**src/sv/rwop_pkg.sv**
```systemverilog
// Package for the random walk occupancy pulser.
// Register map, reset values, config and job types; no dependencies.
package rwop_pkg;

   // register indexes (byte address = 4 * index)
   localparam logic [2:0] REG_GRID_EDGE  = 3'd0;
   localparam logic [2:0] REG_STEP_SIZE  = 3'd1;
   localparam logic [2:0] REG_BOX_X_LOW  = 3'd2;
   localparam logic [2:0] REG_BOX_X_HIGH = 3'd3;
   localparam logic [2:0] REG_BOX_Y_LOW  = 3'd4;
   localparam logic [2:0] REG_BOX_Y_HIGH = 3'd5;

   localparam int unsigned ADDR_BITS = 5;

   localparam logic [7:0] GRID_EDGE_RST = 8'd10;
   localparam logic [7:0] STEP_SIZE_RST = 8'd3;
   localparam logic [7:0] BOX_LOW_RST   = 8'd3;
   localparam logic [7:0] BOX_HIGH_RST  = 8'd8;

   // operation codes
   localparam logic OP_MOVE  = 1'b0;
   localparam logic OP_PLACE = 1'b1;

   localparam logic [4:0] MAX_BURST = 5'd16;
   localparam logic [4:0] OCC_MAX   = 5'd31;

   typedef struct packed {
      logic [7:0] grid_edge;
      logic [7:0] step_size;
      logic [7:0] box_x_low;
      logic [7:0] box_x_high;
      logic [7:0] box_y_low;
      logic [7:0] box_y_high;
   } cfg_type;

   // one burst request from the update stage to the pulse generator
   typedef struct packed {
      logic       pulse;
      logic [4:0] occupancy;
      logic       multiple_present;
      logic [4:0] beats;
   } job_type;

endpackage

```
**src/sv/rwop_csr.sv**
```systemverilog
// Configuration registers of the random walk occupancy pulser, APB-style access.
// Depends on rwop_pkg.
module rwop_csr (
   input  logic                            clock,
   input  logic                            reset,
   input  logic                            csr_psel,
   input  logic                            csr_penable,
   input  logic                            csr_pwrite,
   input  logic [rwop_pkg::ADDR_BITS-1:0]  csr_paddr,
   input  logic [31:0]                     csr_pwdata,
   output logic [31:0]                     csr_prdata,
   output logic                            csr_pready,
   output rwop_pkg::cfg_type               cfg
);

   rwop_pkg::cfg_type cfg_ff;
   logic [2:0]        reg_idx;
   logic              wr_en;

   assign csr_pready = 1'b1;
   assign reg_idx    = csr_paddr[4:2];
   assign wr_en      = csr_psel && csr_penable && csr_pwrite && csr_pready;
   assign cfg        = cfg_ff;

   always_ff @(posedge clock) begin
      if (reset) begin
         cfg_ff.grid_edge  <= rwop_pkg::GRID_EDGE_RST;
         cfg_ff.step_size  <= rwop_pkg::STEP_SIZE_RST;
         cfg_ff.box_x_low  <= rwop_pkg::BOX_LOW_RST;
         cfg_ff.box_x_high <= rwop_pkg::BOX_HIGH_RST;
         cfg_ff.box_y_low  <= rwop_pkg::BOX_LOW_RST;
         cfg_ff.box_y_high <= rwop_pkg::BOX_HIGH_RST;
      end else if (wr_en) begin
         case (reg_idx)
            rwop_pkg::REG_GRID_EDGE:  cfg_ff.grid_edge  <= csr_pwdata[7:0];
            rwop_pkg::REG_STEP_SIZE:  cfg_ff.step_size  <= csr_pwdata[7:0];
            rwop_pkg::REG_BOX_X_LOW:  cfg_ff.box_x_low  <= csr_pwdata[7:0];
            rwop_pkg::REG_BOX_X_HIGH: cfg_ff.box_x_high <= csr_pwdata[7:0];
            rwop_pkg::REG_BOX_Y_LOW:  cfg_ff.box_y_low  <= csr_pwdata[7:0];
            rwop_pkg::REG_BOX_Y_HIGH: cfg_ff.box_y_high <= csr_pwdata[7:0];
            default: ;
         endcase
      end
   end

   always_comb begin
      csr_prdata = 32'd0;
      case (reg_idx)
         rwop_pkg::REG_GRID_EDGE:  csr_prdata = {24'd0, cfg_ff.grid_edge};
         rwop_pkg::REG_STEP_SIZE:  csr_prdata = {24'd0, cfg_ff.step_size};
         rwop_pkg::REG_BOX_X_LOW:  csr_prdata = {24'd0, cfg_ff.box_x_low};
         rwop_pkg::REG_BOX_X_HIGH: csr_prdata = {24'd0, cfg_ff.box_x_high};
         rwop_pkg::REG_BOX_Y_LOW:  csr_prdata = {24'd0, cfg_ff.box_y_low};
         rwop_pkg::REG_BOX_Y_HIGH: csr_prdata = {24'd0, cfg_ff.box_y_high};
         default:                  csr_prdata = 32'd0;
      endcase
   end

endmodule

```
**src/sv/rwop_walker_store.sv**
```systemverilog
// Walker state memory with read-modify-write update stage and occupancy count.
// Depends on rwop_pkg.
module rwop_walker_store #(
   parameter int WALKERS  = 16,
   parameter int POS_BITS = 8
) (
   input  logic              clock,
   input  logic              reset,
   input  rwop_pkg::cfg_type cfg,
   input  logic              req_valid,
   output logic              req_stall,
   input  logic              req_operation,
   input  logic [3:0]        req_walker_id,
   input  logic              req_x_negative,
   input  logic              req_y_negative,
   input  logic [7:0]        req_place_x,
   input  logic [7:0]        req_place_y,
   output logic              job_valid,
   output rwop_pkg::job_type job,
   input  logic              job_ready
);

   localparam int IW = (WALKERS > 1) ? $clog2(WALKERS) : 1;
   localparam int EW = (POS_BITS > 8) ? POS_BITS : 8;
   localparam int CW = $clog2(WALKERS + 1);
   localparam int MW = 2 * POS_BITS + 1;
   localparam logic [EW-1:0] PMAX = EW'((32'd1 << POS_BITS) - 32'd1);

   // entry layout: {in_box, y, x}
   logic [MW-1:0]  mem_ff [WALKERS];
   logic [WALKERS-1:0] vld_ff;

   logic           accept;
   logic           in_range;
   logic [IW-1:0]  req_idx;

   // update stage
   logic           s1_vld_ff;
   logic           s1_op_ff;
   logic           s1_in_range_ff;
   logic [IW-1:0]  s1_idx_ff;
   logic           s1_xneg_ff;
   logic           s1_yneg_ff;
   logic [7:0]     s1_px_ff;
   logic [7:0]     s1_py_ff;
   logic [MW-1:0]  rdata_ff;
   logic           rvld_ff;

   // bypass of the write that lands on the same edge as the read
   logic           fwd_vld_ff;
   logic [IW-1:0]  fwd_idx_ff;
   logic [MW-1:0]  fwd_data_ff;

   logic [CW-1:0]  count_ff;

   logic           s1_adv;
   logic           wr_en;
   logic [MW-1:0]  entry;
   logic [MW-1:0]  wr_data;
   logic [EW-1:0]  edge_eff;
   logic [EW-1:0]  step_eff;
   logic [EW-1:0]  old_x;
   logic [EW-1:0]  old_y;
   logic [EW-1:0]  new_x;
   logic [EW-1:0]  new_y;
   logic           old_flag;
   logic           new_flag;
   logic [CW-1:0]  count_in;

   function automatic logic [EW-1:0] wrap_step(input logic [EW-1:0] p,
                                               input logic [EW-1:0] step,
                                               input logic          down,
                                               input logic [EW-1:0] edge_v);
      logic [EW:0] sum;
      begin
         sum = {1'b0, p} + {1'b0, step};
         if (down) begin
            if (p < step) wrap_step = EW'({1'b0, p} + {1'b0, edge_v} - {1'b0, step});
            // a position left above a shrunk edge still folds down by one edge
            else if ((p - step) > edge_v) wrap_step = p - step - edge_v;
            else          wrap_step = p - step;
         end else if (sum > {1'b0, edge_v}) begin
            wrap_step = EW'(sum - {1'b0, edge_v});
         end else begin
            wrap_step = sum[EW-1:0];
         end
      end
   endfunction

   assign in_range = ({3'd0, req_walker_id} < 7'(WALKERS));
   assign req_idx  = IW'(req_walker_id);

   assign s1_adv    = s1_vld_ff && ((s1_op_ff == rwop_pkg::OP_PLACE) || job_ready);
   assign req_stall = s1_vld_ff && !s1_adv;
   assign accept    = req_valid && !req_stall;
   assign wr_en     = s1_adv && s1_in_range_ff;

   always_comb begin
      if (fwd_vld_ff && (fwd_idx_ff == s1_idx_ff)) entry = fwd_data_ff;
      else if (rvld_ff)                            entry = rdata_ff;
      else                                         entry = '0;
   end

   assign old_x    = EW'(entry[POS_BITS-1:0]);
   assign old_y    = EW'(entry[2*POS_BITS-1:POS_BITS]);
   assign old_flag = entry[MW-1];

   always_comb begin
      edge_eff = EW'(cfg.grid_edge);
      if (edge_eff == '0) edge_eff = EW'(1);
      if (edge_eff > PMAX) edge_eff = PMAX;
      step_eff = (EW'(cfg.step_size) > edge_eff) ? edge_eff : EW'(cfg.step_size);
   end

   always_comb begin
      if (s1_op_ff == rwop_pkg::OP_PLACE) begin
         new_x = (EW'(s1_px_ff) > edge_eff) ? edge_eff : EW'(s1_px_ff);
         new_y = (EW'(s1_py_ff) > edge_eff) ? edge_eff : EW'(s1_py_ff);
      end else begin
         new_x = wrap_step(old_x, step_eff, s1_xneg_ff, edge_eff);
         new_y = wrap_step(old_y, step_eff, s1_yneg_ff, edge_eff);
      end
      new_flag = (new_x >= EW'(cfg.box_x_low)) && (new_x < EW'(cfg.box_x_high)) &&
                 (new_y >= EW'(cfg.box_y_low)) && (new_y < EW'(cfg.box_y_high));
      wr_data  = {new_flag, new_y[POS_BITS-1:0], new_x[POS_BITS-1:0]};
   end

   always_comb begin
      count_in = count_ff;
      if (s1_in_range_ff) begin
         if (new_flag && !old_flag)      count_in = count_ff + CW'(1);
         else if (!new_flag && old_flag) count_in = count_ff - CW'(1);
      end
   end

   // burst descriptor from the count after this item
   assign job_valid = s1_vld_ff && (s1_op_ff == rwop_pkg::OP_MOVE);
   always_comb begin
      job.pulse            = (count_in != '0);
      job.occupancy        = (32'(count_in) > 32'(rwop_pkg::OCC_MAX)) ?
                             rwop_pkg::OCC_MAX : 5'(count_in);
      job.multiple_present = (32'(count_in) > 32'd1);
      if (count_in == '0)
         job.beats = 5'd1;
      else if (32'(count_in) > 32'(rwop_pkg::MAX_BURST))
         job.beats = rwop_pkg::MAX_BURST;
      else
         job.beats = 5'(count_in);
   end

   always_ff @(posedge clock) begin
      if (reset) begin
         s1_vld_ff  <= 1'b0;
         fwd_vld_ff <= 1'b0;
         vld_ff     <= '0;
         count_ff   <= '0;
      end else begin
         if (accept) begin
            s1_vld_ff  <= 1'b1;
            fwd_vld_ff <= wr_en;
         end else if (s1_adv) begin
            s1_vld_ff  <= 1'b0;
         end
         if (wr_en) vld_ff[s1_idx_ff] <= 1'b1;
         if (s1_adv) count_ff <= count_in;
      end
   end

   always_ff @(posedge clock) begin
      if (accept) begin
         s1_op_ff       <= req_operation;
         s1_in_range_ff <= in_range;
         s1_idx_ff      <= req_idx;
         s1_xneg_ff     <= req_x_negative;
         s1_yneg_ff     <= req_y_negative;
         s1_px_ff       <= req_place_x;
         s1_py_ff       <= req_place_y;
         rdata_ff       <= mem_ff[req_idx];
         rvld_ff        <= in_range && vld_ff[req_idx];
         fwd_idx_ff     <= s1_idx_ff;
         fwd_data_ff    <= wr_data;
      end
      if (wr_en) mem_ff[s1_idx_ff] <= wr_data;
   end

endmodule

```
**src/sv/rwop_burst.sv**
```systemverilog
// Pulse burst generator with registered result stage.
// Depends on rwop_pkg.
module rwop_burst (
   input  logic              clock,
   input  logic              reset,
   input  logic              job_valid,
   input  rwop_pkg::job_type job,
   output logic              job_ready,
   output logic              rsp_valid,
   input  logic              rsp_stall,
   output logic              rsp_pulse,
   output logic [4:0]        rsp_occupancy,
   output logic              rsp_multiple_present,
   output logic              rsp_last
);

   logic              busy_ff;
   rwop_pkg::job_type cur_ff;
   logic [4:0]        left_ff;

   logic              rsp_vld_ff;
   logic              pulse_ff;
   logic [4:0]        occ_ff;
   logic              multi_ff;
   logic              last_ff;

   logic              emit;
   logic              final_beat;

   assign emit       = busy_ff && (!rsp_vld_ff || !rsp_stall);
   assign final_beat = (left_ff == 5'd1);
   assign job_ready  = !busy_ff || (emit && final_beat);

   always_ff @(posedge clock) begin
      if (reset) begin
         busy_ff    <= 1'b0;
         rsp_vld_ff <= 1'b0;
      end else begin
         if (job_valid && job_ready) busy_ff <= 1'b1;
         else if (emit && final_beat) busy_ff <= 1'b0;
         if (emit)            rsp_vld_ff <= 1'b1;
         else if (!rsp_stall) rsp_vld_ff <= 1'b0;
      end
   end

   always_ff @(posedge clock) begin
      if (job_valid && job_ready) begin
         cur_ff  <= job;
         left_ff <= job.beats;
      end else if (emit) begin
         left_ff <= left_ff - 5'd1;
      end
      if (emit) begin
         pulse_ff <= cur_ff.pulse;
         occ_ff   <= cur_ff.occupancy;
         multi_ff <= cur_ff.multiple_present;
         last_ff  <= final_beat;
      end
   end

   assign rsp_valid            = rsp_vld_ff;
   assign rsp_pulse            = pulse_ff;
   assign rsp_occupancy        = occ_ff;
   assign rsp_multiple_present = multi_ff;
   assign rsp_last             = last_ff;

endmodule

```
**src/sv/random_walk_occupancy_pulser.sv**
```systemverilog
// Random walk occupancy pulser: each walker's x, y and in-box flag live in one
// synchronous memory of WALKERS entries. An accepted beat reads its walker on the
// accept edge and is updated and written back when it leaves the update stage,
// where a move may wait for the pulse generator; a write that lands on the same
// edge as the next read is bypassed, so back-to-back beats to one walker are
// exact. A place beat never waits and makes no result. A move beat hands a burst
// to the pulse generator, which puts out one result per cycle while rsp_stall is
// low: max(1, min(occupancy, 16)) results, the last flagged. The pulse generator
// is what sets the rate: a new beat is taken every cycle while it has room, so a
// stream of moves runs at one beat per burst length. A move's first result
// passes the update stage, burst and result registers. Walker state resets to
// zero through per-entry valid bits, so there is no clearing pass. Writing a box
// register does not re-test walkers; only a moved or placed walker is re-tested.
// Registers sit at byte address 4*index; write them only while the block is idle.
// Depends on rwop_pkg, rwop_csr, rwop_walker_store, rwop_burst.
module random_walk_occupancy_pulser #(
   parameter int WALKERS  = 16,
   parameter int POS_BITS = 8
) (
   input  logic                           clock,
   input  logic                           reset,
   // input channel
   input  logic                           req_valid,
   output logic                           req_stall,
   input  logic                           req_operation,
   input  logic [3:0]                     req_walker_id,
   input  logic                           req_x_negative,
   input  logic                           req_y_negative,
   input  logic [7:0]                     req_place_x,
   input  logic [7:0]                     req_place_y,
   // result channel
   output logic                           rsp_valid,
   input  logic                           rsp_stall,
   output logic                           rsp_pulse,
   output logic [4:0]                     rsp_occupancy,
   output logic                           rsp_multiple_present,
   output logic                           rsp_last,
   // configuration
   input  logic                           csr_psel,
   input  logic                           csr_penable,
   input  logic                           csr_pwrite,
   input  logic [rwop_pkg::ADDR_BITS-1:0] csr_paddr,
   input  logic [31:0]                    csr_pwdata,
   output logic [31:0]                    csr_prdata,
   output logic                           csr_pready
);

   rwop_pkg::cfg_type cfg;
   rwop_pkg::job_type job;
   logic              job_valid;
   logic              job_ready;

   rwop_csr u_csr (
      .clock       (clock),
      .reset       (reset),
      .csr_psel    (csr_psel),
      .csr_penable (csr_penable),
      .csr_pwrite  (csr_pwrite),
      .csr_paddr   (csr_paddr),
      .csr_pwdata  (csr_pwdata),
      .csr_prdata  (csr_prdata),
      .csr_pready  (csr_pready),
      .cfg         (cfg)
   );

   // memory read-modify-write stage and occupancy count
   rwop_walker_store #(
      .WALKERS  (WALKERS),
      .POS_BITS (POS_BITS)
   ) u_store (
      .clock          (clock),
      .reset          (reset),
      .cfg            (cfg),
      .req_valid      (req_valid),
      .req_stall      (req_stall),
      .req_operation  (req_operation),
      .req_walker_id  (req_walker_id),
      .req_x_negative (req_x_negative),
      .req_y_negative (req_y_negative),
      .req_place_x    (req_place_x),
      .req_place_y    (req_place_y),
      .job_valid      (job_valid),
      .job            (job),
      .job_ready      (job_ready)
   );

   // burst expansion into result beats
   rwop_burst u_burst (
      .clock                (clock),
      .reset                (reset),
      .job_valid            (job_valid),
      .job                  (job),
      .job_ready            (job_ready),
      .rsp_valid            (rsp_valid),
      .rsp_stall            (rsp_stall),
      .rsp_pulse            (rsp_pulse),
      .rsp_occupancy        (rsp_occupancy),
      .rsp_multiple_present (rsp_multiple_present),
      .rsp_last             (rsp_last)
   );

`ifndef NO_ASSERTIONS
   // a burst never has gaps: after a non-final beat another one follows
   a_burst_no_gap: assert property (@(posedge clock) disable iff (reset)
      rsp_valid && !rsp_last |=> rsp_valid)
      else $error("gap inside a pulse burst");

   // occupancy stays fixed within one burst
   a_burst_occ_steady: assert property (@(posedge clock) disable iff (reset)
      rsp_valid && !rsp_stall && !rsp_last |=> rsp_occupancy == $past(rsp_occupancy))
      else $error("occupancy changed inside a burst");

   // an empty result is alone and reports an empty box
   a_empty_result: assert property (@(posedge clock) disable iff (reset)
      rsp_valid && !rsp_pulse |-> rsp_last && rsp_occupancy == 5'd0 &&
                                  !rsp_multiple_present)
      else $error("malformed empty result");

   // multiple_present agrees with the occupancy carried alongside it
   a_multi_match: assert property (@(posedge clock) disable iff (reset)
      rsp_valid |-> rsp_multiple_present == (rsp_occupancy > 5'd1))
      else $error("multiple_present disagrees with occupancy");
`endif

endmodule
```
**config.mk**
```make
export PLATFORM = sky130hd
export DESIGN_NAME = random_walk_occupancy_pulser
export DESIGN_NICKNAME = d
export VERILOG_FILES = /design/src/sv/rwop_pkg.sv /design/src/sv/rwop_csr.sv /design/src/sv/rwop_walker_store.sv /design/src/sv/rwop_burst.sv /design/src/sv/random_walk_occupancy_pulser.sv
export SDC_FILE = /design/constraint.sdc
export NUM_CORES = 1
export LEC_CHECK = 0
export BUFFER_PORTS_ARGS = -buffer_cell sky130_fd_sc_hd__buf_2
export CORE_ASPECT_RATIO = 0.8
export CORE_MARGIN = 8
export CORE_UTILIZATION = 35
export DETAILED_ROUTE_END_ITERATION = 8
export SYNTH_ARGS = -nofsm -noshare
export SYNTH_HDL_FRONTEND = slang
export SYNTH_SLANG_ARGS = --single-unit
```
**constraint.sdc**
```tcl
create_clock -name clock -period 12.9 [get_ports clock]
set_input_delay 0.645 -clock clock [delete_from_list [all_inputs] [get_ports clock]]
set_output_delay 0.645 -clock clock [all_outputs]
set_load 0.03 [all_outputs]
```
==> results of run 1 <==
==> cell type report <==
type	instances	area, um^2
fill	6028	38600
clock inverter	24	297
sequential	427	12100
timing repair buffer	96	581
antenna	1	2.50
tap	850	1060
inverter	137	514
multi-input combinational	1127	9660
clock buffer	53	1120
==> placed cells by master (no fill, tap or decap), drive strengths merged, types with 6 or more instances in the layout <==
| cell type | Yosys | routed |
|---|---|---|
| mux2i | 57 | 57 |
| dfxtp | 73 | 73 |
| mux2 | 7 | 7 |
| a22oi | 6 | 6 |
| nand2b | 19 | 19 |
| nand2 | 96 | 96 |
| nor3 | 14 | 14 |
| conb | 2 | 25 |
| fa | 22 | 22 |
| clkinv | 0 | 13 |
| o21ai | 80 | 80 |
| o211ai | 8 | 8 |
| o21bai | 14 | 14 |
| nand4 | 10 | 10 |
| bufinv | 0 | 6 |
| a211oi | 15 | 15 |
| xnor2 | 47 | 47 |
| a211o | 12 | 12 |
| edfxtp | 354 | 354 |
| and2 | 6 | 6 |
| buf | 38 | 96 |
| a21o | 32 | 32 |
| or3 | 8 | 8 |
| o21a | 13 | 13 |
| nand3 | 21 | 21 |
| clkbuf | 53 | 53 |
| mux4 | 92 | 92 |
| ha | 136 | 136 |
| inv | 137 | 142 |
| a21oi | 92 | 92 |
| nor2 | 167 | 167 |
| nor2b | 31 | 31 |
| o22ai | 8 | 8 |
| xor2 | 16 | 16 |
==> synthesized netlist by cell type (5+ instances only) <==
library cell	instances	share of area, %
ha_1	136	7.5
xor2_1	16	0.62
or3_1	8	0.22
dfxtp_1	73	6.5
xnor2_1	46	1.8
nand3_1	21	0.47
o21ba_2	5	0.22
a22oi_1	6	0.20
o211ai_1	6	0.20
nand4_1	10	0.28
mux2_2	6	0.30
o21ai_0	77	1.7
edfxtp_1	354	47
o21a_1	13	0.43
and2_1	6	0.17
nand2b_1	19	0.53
a211oi_1	11	0.37
a21o_1	32	1.1
fa_1	22	2.0
mux4_2	92	9.2
buf_1	10	0.17
nor2_1	167	2.8
a21oi_1	92	2.0
nand2_1	96	1.6
a211o_1	12	0.47
mux2i_1	56	2.5
nor3_1	14	0.31
o22ai_1	8	0.22
o21bai_1	14	0.47
inv_1	134	2.2
nor2b_1	31	0.86
buf_4	26	0.87
clkbuf_1	52	0.87
==> cell families after synthesis <==
group | synth area share [%]
fa+ha+maj | 9.50
flops | 53.6
simple gates | 8.10
mux | 12.1
other cells | 0.0333
buf+inv | 4.27
xor+xnor | 2.53
compound gates | 9.77
==> worst reg2reg max path, delay by kind of cell, from the launching register on <==
kind                       cells  cell delay, ns
AOI/OAI and AO/OA             14            4.32
xor gates and xnor gates       2            0.56
adders and majority gates      5            1.70
buffers and inverters          2            0.62
DFF                            1            0.33
muxes                          1            0.33
and+or+nand+nor               16            3.03
==> layer usage <==
layer / share of wire [%] / routed length (um)
met5: 0 / 0
met4: 2.0 / 1160
met3: 6.6 / 3830
met2: 44 / 25100
met1: 48 / 27600
==> path summary, 6_finish.rpt <==
check	endpoint	slack, ns	depth (start not counted)
min reg2reg	u_burst.rsp_pulse	0.42	0
min	u_store.s1_xneg_ff	0.25	1
max reg2reg	u_burst.left_ff[0]	1.72	40
max	u_burst.left_ff[0]	1.72	40
==> power breakdown <==
group / switching (mW) / internal, mW
combinational: 0.382 / 0.230
sequential: 0.0149 / 1.57
clock: 0.535 / 0.743
total: 0.932 / 2.54
==> flip-flops by register name, indices dropped and copies added, names as in the netlist, 7 cells and up <==
name,cells
u_burst.cur_ff,7
u_csr.cfg,48
u_store.fwd_data_ff,17
u_store.mem_ff,272
u_store.rdata_ff,17
u_store.s1_px_ff,8
u_store.s1_py_ff,8
u_store.vld_ff,16
==> out/results.txt, run 1 <==
Core Box Area -> 64000 um^2
Vias per std cell -> 5.32
DIE WIDTH -> 300 um
Nets -> 2056
Vias in the first global route -> 14118
Placed Instances -> 2637
Slew Limit Headroom -> 23.4%
#FFs+latches synth -> 427
Top Usage Layer GRT -> met1
Final period utilization -> 86.6%
CTS resizes -> 0
CP Max Fanout -> 19
Worst Path Buf+Inv -> 2
Ys flop type -> edfxtp_1
Placed Instance Area -> 23900 um^2
Antenna violations before repair -> 3
CP Launch Type -> register
Hold Path Class -> in2reg
Drt drc -> 0
Sequential share of the synthesized area -> 53.6%
Full die area -> 72800 um^2
Critical Path AT -> 11.49 ns
IO Count -> 110
CP max-delay cell -> o311a_1
Worst Max-Slew Pin Slew -> 1.14 ns
Mapped Cells -> 1759
RSZ-0062 raised after global routing -> no
DR pass1 iterations -> 5
Crit path kind -> reg2reg
TritonCTS clock tree -> yes
P per Cell Area -> 137 nW/um^2
CTS Buffer Depth -> 3
Max Slew Vio Count -> 0
LEAKAGE -> 9.32 nW
Met1 Usage GRT -> 23.3%
Post-Syn Area -> 22500 um^2
Total power -> 3.48 mW
Cell family with most CP delay -> compound AO/OA/AOI/OAI gates
Final Hold Fails -> 0
EDFF count, synth -> 354
DRT iter0 DRCs -> 1185
Final core occ -> 39.6%
DRT antenna net count -> 0
Post-CTS setup buffer count -> 0
Grt ovf -> 0
Slowest stage delay, CP -> 0.85 ns
Initial Util -> 35.2%
Root buf cell -> clkbuf_16
Nature of the critical path endpoint -> register
CTS H-tree lvls -> 2
Hold slack final -> 0.246 ns
Layout cells sized above 1 -> 16.4%
Routed WL per cell -> 21.3 um
Run status -> finished clean
Cts hold-fix bufs -> 0
Worst path required time -> 13.21 ns
Global-route wire length before repair -> 87100 um
Final instance area -> 25300 um^2
Tmin final -> 11.18 ns
Clock latency on the worst-skew pair -> 0.58 ns
Pre-CTS WS -> 1.82 ns
GRT Util Overall -> 15.4%
Routed wire length -> 57700 um
Max-cap viol count -> 0
Yosys warns -> 0
Placer congestion estimate -> 0.902
Setup violations, final -> 0
Via count -> 14441
Unique masters post-synth -> 83
CTS Buf Count -> 42
FFs w/ async S/R, synth -> 0%
Min-delay src -> req_x_negative
Skew final -> 0.0308 ns
CTS Sinks -> 427
GR Layer Usage met3 -> 2.34%
Final setup TNS -> 0 ns
Syn_area_per_cell -> 12.8 um^2
Port-buffer cells -> 58
Reg2Reg Launch Point -> u_csr.cfg[42]
Die height -> 243 um
Placed wire-length estimate -> 38800 um
Grt met2 use -> 23.2%
Final setup margin -> 1.72 ns
Final Non-Filler Cells -> 2715
Highest clock rate -> 89.5 MHz
Worst setup path start -> u_csr.cfg[42]
FP Rows -> 83
Worst vdd ir -> 0.0770 mV
Layout area overhead -> 12.4%
Clock transition at the registers of the reported paths -> 0.06 ns
Largest net degree at the start of global routing -> 74
Power figures use the tool's default switching activity.
==> run 2, diff against run 1 <==
clock period = 13.23 ns   (was 12.9 ns; I/O delays follow)
==> out/results.txt, run 2 (synthesis gave the netlist of run 1 again) <==
Tmin final -> 11.35 ns (+0.170 ns)
Via count -> 14430 (-0.076%)
Initial Util -> 35.2% (unchanged)
Most frequent cells in the layout -> edfxtp_1 (354), nor2_1 (155), ha_1 (136), inv_1 (134), nand2_1 (96)
Post-CTS setup buffer count -> 0 (unchanged)
IO Count -> 110 (unchanged)
Slew Limit Headroom -> 25.1% (+1.7 points)
Setup violations, final -> 0 (unchanged)
N_diodes -> 0 (-1)
FP Rows -> 83 (unchanged)
Placer congestion estimate -> 0.892 (-1.1%)
Run status -> finished clean
Cts hold-fix bufs -> 0 (unchanged)
Layout area overhead -> 11.9%
Vias in the first global route -> 14440 (+2.3%)
Routed WL per cell -> 21.3 um (+0.26%)
Clock latency on the worst-skew pair -> 0.57 ns (about the same)
Drt drc -> 0 (unchanged)
Most common cell after layout, fill and taps aside -> edfxtp_1
CTS Sinks -> 427 (unchanged)
Max Slew Vio Count -> 0 (unchanged)
CP Max Fanout -> 19 (unchanged)
Net Sw Frac -> 27.6% (+0.83 points)
Worst Max-Slew Pin Slew -> 1.12 ns (-0.0207 ns)
Largest net degree at the start of global routing -> 74 (unchanged)
TritonCTS clock tree -> yes
DIE WIDTH -> 300 um (unchanged)
Final instance area -> 25200 um^2 (-0.41%)
DR top layer -> met4
Clock transition at the registers of the reported paths -> 0.06 ns (about the same)
CTS Buf Count -> 43 (+2.4%)
Port-buffer cells -> 58 (unchanged)
Slowest stage delay, CP -> 0.88 ns (+0.03 ns)
CTS H-tree lvls -> 2 (unchanged)
Placed Instance Area -> 23900 um^2 (about the same)
Met1 WL -> 27200 um (-1.6%)
Die height -> 243 um (unchanged)
Hold Path Class -> in2reg
Top reg by flops -> u_store.mem_ff
Highest clock rate -> 88.1 MHz (-1.5%)
DRT antenna net count -> 0 (unchanged)
RSZ-0062 raised after global routing -> no
Root buf cell -> clkbuf_16
Nature of the critical path endpoint -> register
Clk pwr share -> 35.4% (-1.4 points)
CP max-delay cell -> o311a_1
Crit path kind -> reg2reg
Antenna violations before repair -> 1 (-2)
Met2 Routed Length -> 25200 um (+0.35%)
Max-cap viol count -> 0 (unchanged)
P per Cell Area -> 132 nW/um^2 (-4.1%)
Core Box Area -> 64000 um^2 (unchanged)
Worst path required time -> 13.55 ns (+0.34 ns)
LEAKAGE -> 9.26 nW (-0.66%)
DR pass1 iterations -> 6 (+1)
Layout cells sized above 1 -> 16.0% (-0.36 points)
Hold slack final -> 0.263 ns (+0.0162 ns)
Critical Path AT -> 11.67 ns (+0.18 ns)
Vias per std cell -> 5.32 (about the same)
Global-route wire length before repair -> 87300 um (+0.22%)
Nets -> 2053 (-0.15%)
CTS Buffer Depth -> 3 (unchanged)
Combinational share of power -> 18.0% (+0.4 points)
Placed wire-length estimate -> 38700 um (-0.16%)
GRT Util Overall -> 15.4% (about the same)
P_int -> 2.40 mW (-5.6%)
Switching power -> 917 uW (-1.6%)
Final setup TNS -> 0 ns (unchanged)
Skew final -> 0.0317 ns (+0.000865 ns)
CTS resizes -> 0 (unchanged)
Final period utilization -> 85.8% (-0.88 points)
Sequential power share -> 46.6% (+1.0 points)
Grt ovf -> 0 (unchanged)
Max reg flops -> 272 (unchanged)
Final Hold Fails -> 0 (unchanged)
Routed wire length -> 57800 um (+0.15%)
CP Launch Type -> register
Worst vdd ir -> 0.0834 mV (+8.2%)
WL met3 -> 4290 um (+12%)
Full die area -> 72800 um^2 (unchanged)
DRT iter0 DRCs -> 1202 (+1.4%)
run 2: power by group through the flow:
stage               clock [mW]  combinational, mW  sequential (mW)
global route              1.26              0.654             1.55
floorplan                    0              0.421             1.57
global placement             0              0.573             1.57
finish                    1.18              0.597             1.55
CTS                       1.20              0.592             1.55
detailed placement           0              0.588             1.58
run 2: layout make-up:
class	instances	area [um^2]
Clock buffer	52	1110
Clock inverter	27	223
Fill cell	6029	38700
Inverter	137	514
Multi-Input combinational cell	1127	9680
Sequential cell	427	12100
Tap cell	850	1060
Timing Repair Buffer	92	551
run 2: stage by stage:
step	utilization, %	std cells	power, mW	worst slack (ns)
finish	39.4	2712	3.32	1.88
global route	39.4	2712	3.46	1.08
CTS	39.4	2712	3.34	2.12
detailed placement	37.4	2633	2.16	2.18
global placement	37.4	2633	2.15	2.29
floorplan	-	1782	1.99	4.35
run 2: worst max-delay path: cells and delay by family (launching register included):
family | cells | cell delay, ns
simple gates | 16 | 3.03
xor+xnor | 2 | 0.56
fa+ha+maj | 5 | 1.69
mux | 1 | 0.31
flops | 1 | 0.30
compound gates | 14 | 4.43
buf+inv | 3 | 0.70
run 2: worst paths after layout:
check                     startpoint             endpoint  slack, ns  cells after the start
setup / recovery       u_csr.cfg[41]   u_burst.left_ff[0]       1.88                     41
hold / removal        req_place_y[6]  u_store.s1_py_ff[6]       0.26                      1
setup reg to reg       u_csr.cfg[41]   u_burst.left_ff[0]       1.88                     41
hold reg to reg   u_burst.cur_ff[11]    u_burst.rsp_pulse       0.42                      0
run 2: metal layers:
| metal | vias up | GRT usage (%) |
|---|---|---|
| met3 | 86 | 3.58 |
| met4 | 0 | 3.31 |
| li1 | 6604 | - |
| met2 | 436 | 23.4 |
| met5 | - | 0 |
| met1 | 7304 | 22.3 |
==> run 3, diff against run 2 <==
CELL_PAD_IN_SITES_DETAIL_PLACEMENT = 0   (was default)
CELL_PAD_IN_SITES_GLOBAL_PLACEMENT = 2   (was default)
PLACE_DENSITY_LB_ADDON = 0.1   (was default)
==> out/results.txt, run 3 (synthesis gave the netlist of run 1 again) <==
Clock transition at the registers of the reported paths -> 0.06 ns (about the same)
Clk pwr share -> 38.0% (+2.6 points)
Hold Path Class -> in2reg
IO Count -> 110 (unchanged)
Placer congestion estimate -> 0.836 (-6.3%)
Sequential power share -> 44.1% (-2.5 points)
Vias in the first global route -> 14184 (-1.8%)
Most common cell after layout, fill and taps aside -> edfxtp_1
Highest clock rate -> 88.3 MHz (+0.16%)
CTS Sinks -> 427 (unchanged)
Max Slew Vio Count -> 0 (unchanged)
Net Sw Frac -> 27.6% (-0.088 points)
Post-CTS setup buffer count -> 0 (unchanged)
Root buf cell -> clkbuf_16
CTS Buffer Depth -> 3 (unchanged)
Port-buffer cells -> 58 (unchanged)
Combinational share of power -> 17.9% (about the same)
Tmin final -> 11.33 ns (-0.0176 ns)
DR pass1 iterations -> 5 (-1)
Final Hold Fails -> 0 (unchanged)
Max reg flops -> 272 (unchanged)
P_int -> 2.54 mW (+5.7%)
Placed Instances -> 2635 (+0.076%)
Final Non-Filler Cells -> 2720 (+0.29%)
Reg2Reg Setup Slack -> 1.90 ns (+0.02 ns)
R2R depth -> 43 (+4.9%)
Nature of the critical path endpoint -> register
Vias per std cell -> 5.17 (-2.9%)
Routed wire length -> 64900 um (+12%)
Antenna violations before repair -> 1 (unchanged)
FP Rows -> 83 (unchanged)
Top reg by flops -> u_store.mem_ff
Final setup TNS -> 0 ns (unchanged)
Via count -> 14049 (-2.6%)
Worst setup path start -> u_csr.cfg[42]
DRT iter0 DRCs -> 1029 (-14%)
Worst vdd ir -> 0.0833 mV (about the same)
Final period utilization -> 85.6% (-0.13 points)
RSZ-0062 raised after global routing -> no
Core Box Area -> 64000 um^2 (unchanged)
CTS resizes -> 0 (unchanged)
Largest net degree at the start of global routing -> 74 (unchanged)
Skew final -> 0.0344 ns (+0.00269 ns)
Full die area -> 72800 um^2 (unchanged)
CTS H-tree lvls -> 2 (unchanged)
CP Max Fanout -> 25 (+6)
Placed wire-length estimate -> 44300 um (+14%)
Setup crit end -> u_burst.left_ff[0]
Die height -> 243 um (unchanged)
GRT Util Overall -> 17.6% (+2.2 points)
LEAKAGE -> 9.36 nW (+1.1%)
Worst r2r dst -> u_burst.left_ff[0]
Most frequent cells in the layout -> edfxtp_1 (354), nor2_1 (155), ha_1 (136), inv_1 (134), nand2_1 (96)
Cts hold-fix bufs -> 0 (unchanged)
Crit path kind -> reg2reg
Routed WL per cell -> 23.9 um (+12%)
P per Cell Area -> 138 nW/um^2 (+4.5%)
Critical Path AT -> 11.65 ns (-0.02 ns)
Global-route wire length before repair -> 96100 um (+10%)
Reg2Reg Launch Point -> u_csr.cfg[42]
Switching power -> 966 uW (+5.3%)
Max-cap viol count -> 0 (unchanged)
Total power -> 3.51 mW (+5.6%)
TritonCTS clock tree -> yes
Drt drc -> 0 (unchanged)
Worst path required time -> 13.55 ns (about the same)
CP most frequent cell -> o21ai_0
Initial Util -> 35.2% (unchanged)
Grt ovf -> 0 (unchanged)
Run status -> finished clean
CTS Buf Count -> 46 (+7.0%)
N_diodes -> 0 (unchanged)
Slowest stage delay, CP -> 0.86 ns (-0.02 ns)
Clock latency on the worst-skew pair -> 0.60 ns (+0.03 ns)
CP max-delay cell -> a41o_1
Worst Max-Slew Pin Slew -> 1.26 ns (+0.137 ns)
DRT antenna net count -> 0 (unchanged)
Nets -> 2058 (+0.24%)
Slew Limit Headroom -> 15.4% (-9.6 points)
CP Launch Type -> register
Layout cells sized above 1 -> 16.5% (+0.47 points)
Layout area overhead -> 13.1%
Setup violations, final -> 0 (unchanged)
DIE WIDTH -> 300 um (unchanged)
[run 3: changes by cell type in the layout (fill, tap and decap cells not counted), sizes merged]
cell      before  now
inv          141  139
clkbuf        52   63
buf           92   94
clkinv        21   12
clkinvlp       0    3
bufinv         2    5
[run 3: stage by stage]
stage	instance area, um^2	util, %	setup WS, ns	hold WS [ns]
after floorplan	22600	-	4.35	0.400
after global placement	23900	37.4	2.00	0.403
after detailed placement	23900	37.4	1.99	0.407
after CTS	25500	39.8	1.93	0.193
after global routing	25500	39.8	0.746	0.202
final	25500	39.8	1.90	0.238
[run 3: critical path, delay by kind of cell, from the launching register on]
kind            cells  cell delay, ns
compound gates     16            4.73
mux                 1            0.26
simple gates       16            2.36
buf+inv             3            1.09
fa+ha+maj           5            1.66
flops               1            0.35
xor+xnor            2            0.56
[run 3: per-layer routing]
metal	track usage [%]	vias up	wire, um
li1	-	6611	-
met1	27.4	7091	33500
met2	25.5	295	27300
met3	3.24	52	3340
met4	3.18	0	816
met5	0	-	0
[run 3: area by class of cell]
| type | count | area, um^2 |
|---|---|---|
| Timing Repair Buffer | 94 | 566 |
| Multi-Input combinational cell | 1127 | 9700 |
| Clock buffer | 63 | 1290 |
| Tap cell | 850 | 1060 |
| Inverter | 137 | 514 |
| Fill cell | 6176 | 38500 |
| Clock inverter | 22 | 267 |
| Sequential cell | 427 | 12100 |
[run 3: power groups by stage]
stage                     clock network [mW]  registers (mW)  logic [mW]
after floorplan                            0            1.57       0.421
after detailed placement                   0            1.58       0.623
after CTS                               1.37            1.55       0.626
after global placement                     0            1.58       0.619
final                                   1.33            1.55       0.627
after global routing                    1.42            1.55       0.690
[run 3: worst min-delay path by stage]
stage	startpoint	end	slack, ns	cells past startpoint
3_5_place_dp	u_burst.cur_ff[9]	u_burst.rsp_occupancy[3]	0.41	0
2_1_floorplan	u_burst.cur_ff[5]	u_burst.rsp_multiple_present	0.40	0
3_3_place_gp	u_burst.cur_ff[10]	u_burst.rsp_occupancy[4]	0.40	0
4_1_cts	req_place_y[6]	u_store.s1_py_ff[6]	0.19	1
5_1_grt	req_place_y[3]	u_store.s1_py_ff[3]	0.20	1
6_report	req_place_y[3]	u_store.s1_py_ff[3]	0.24	1
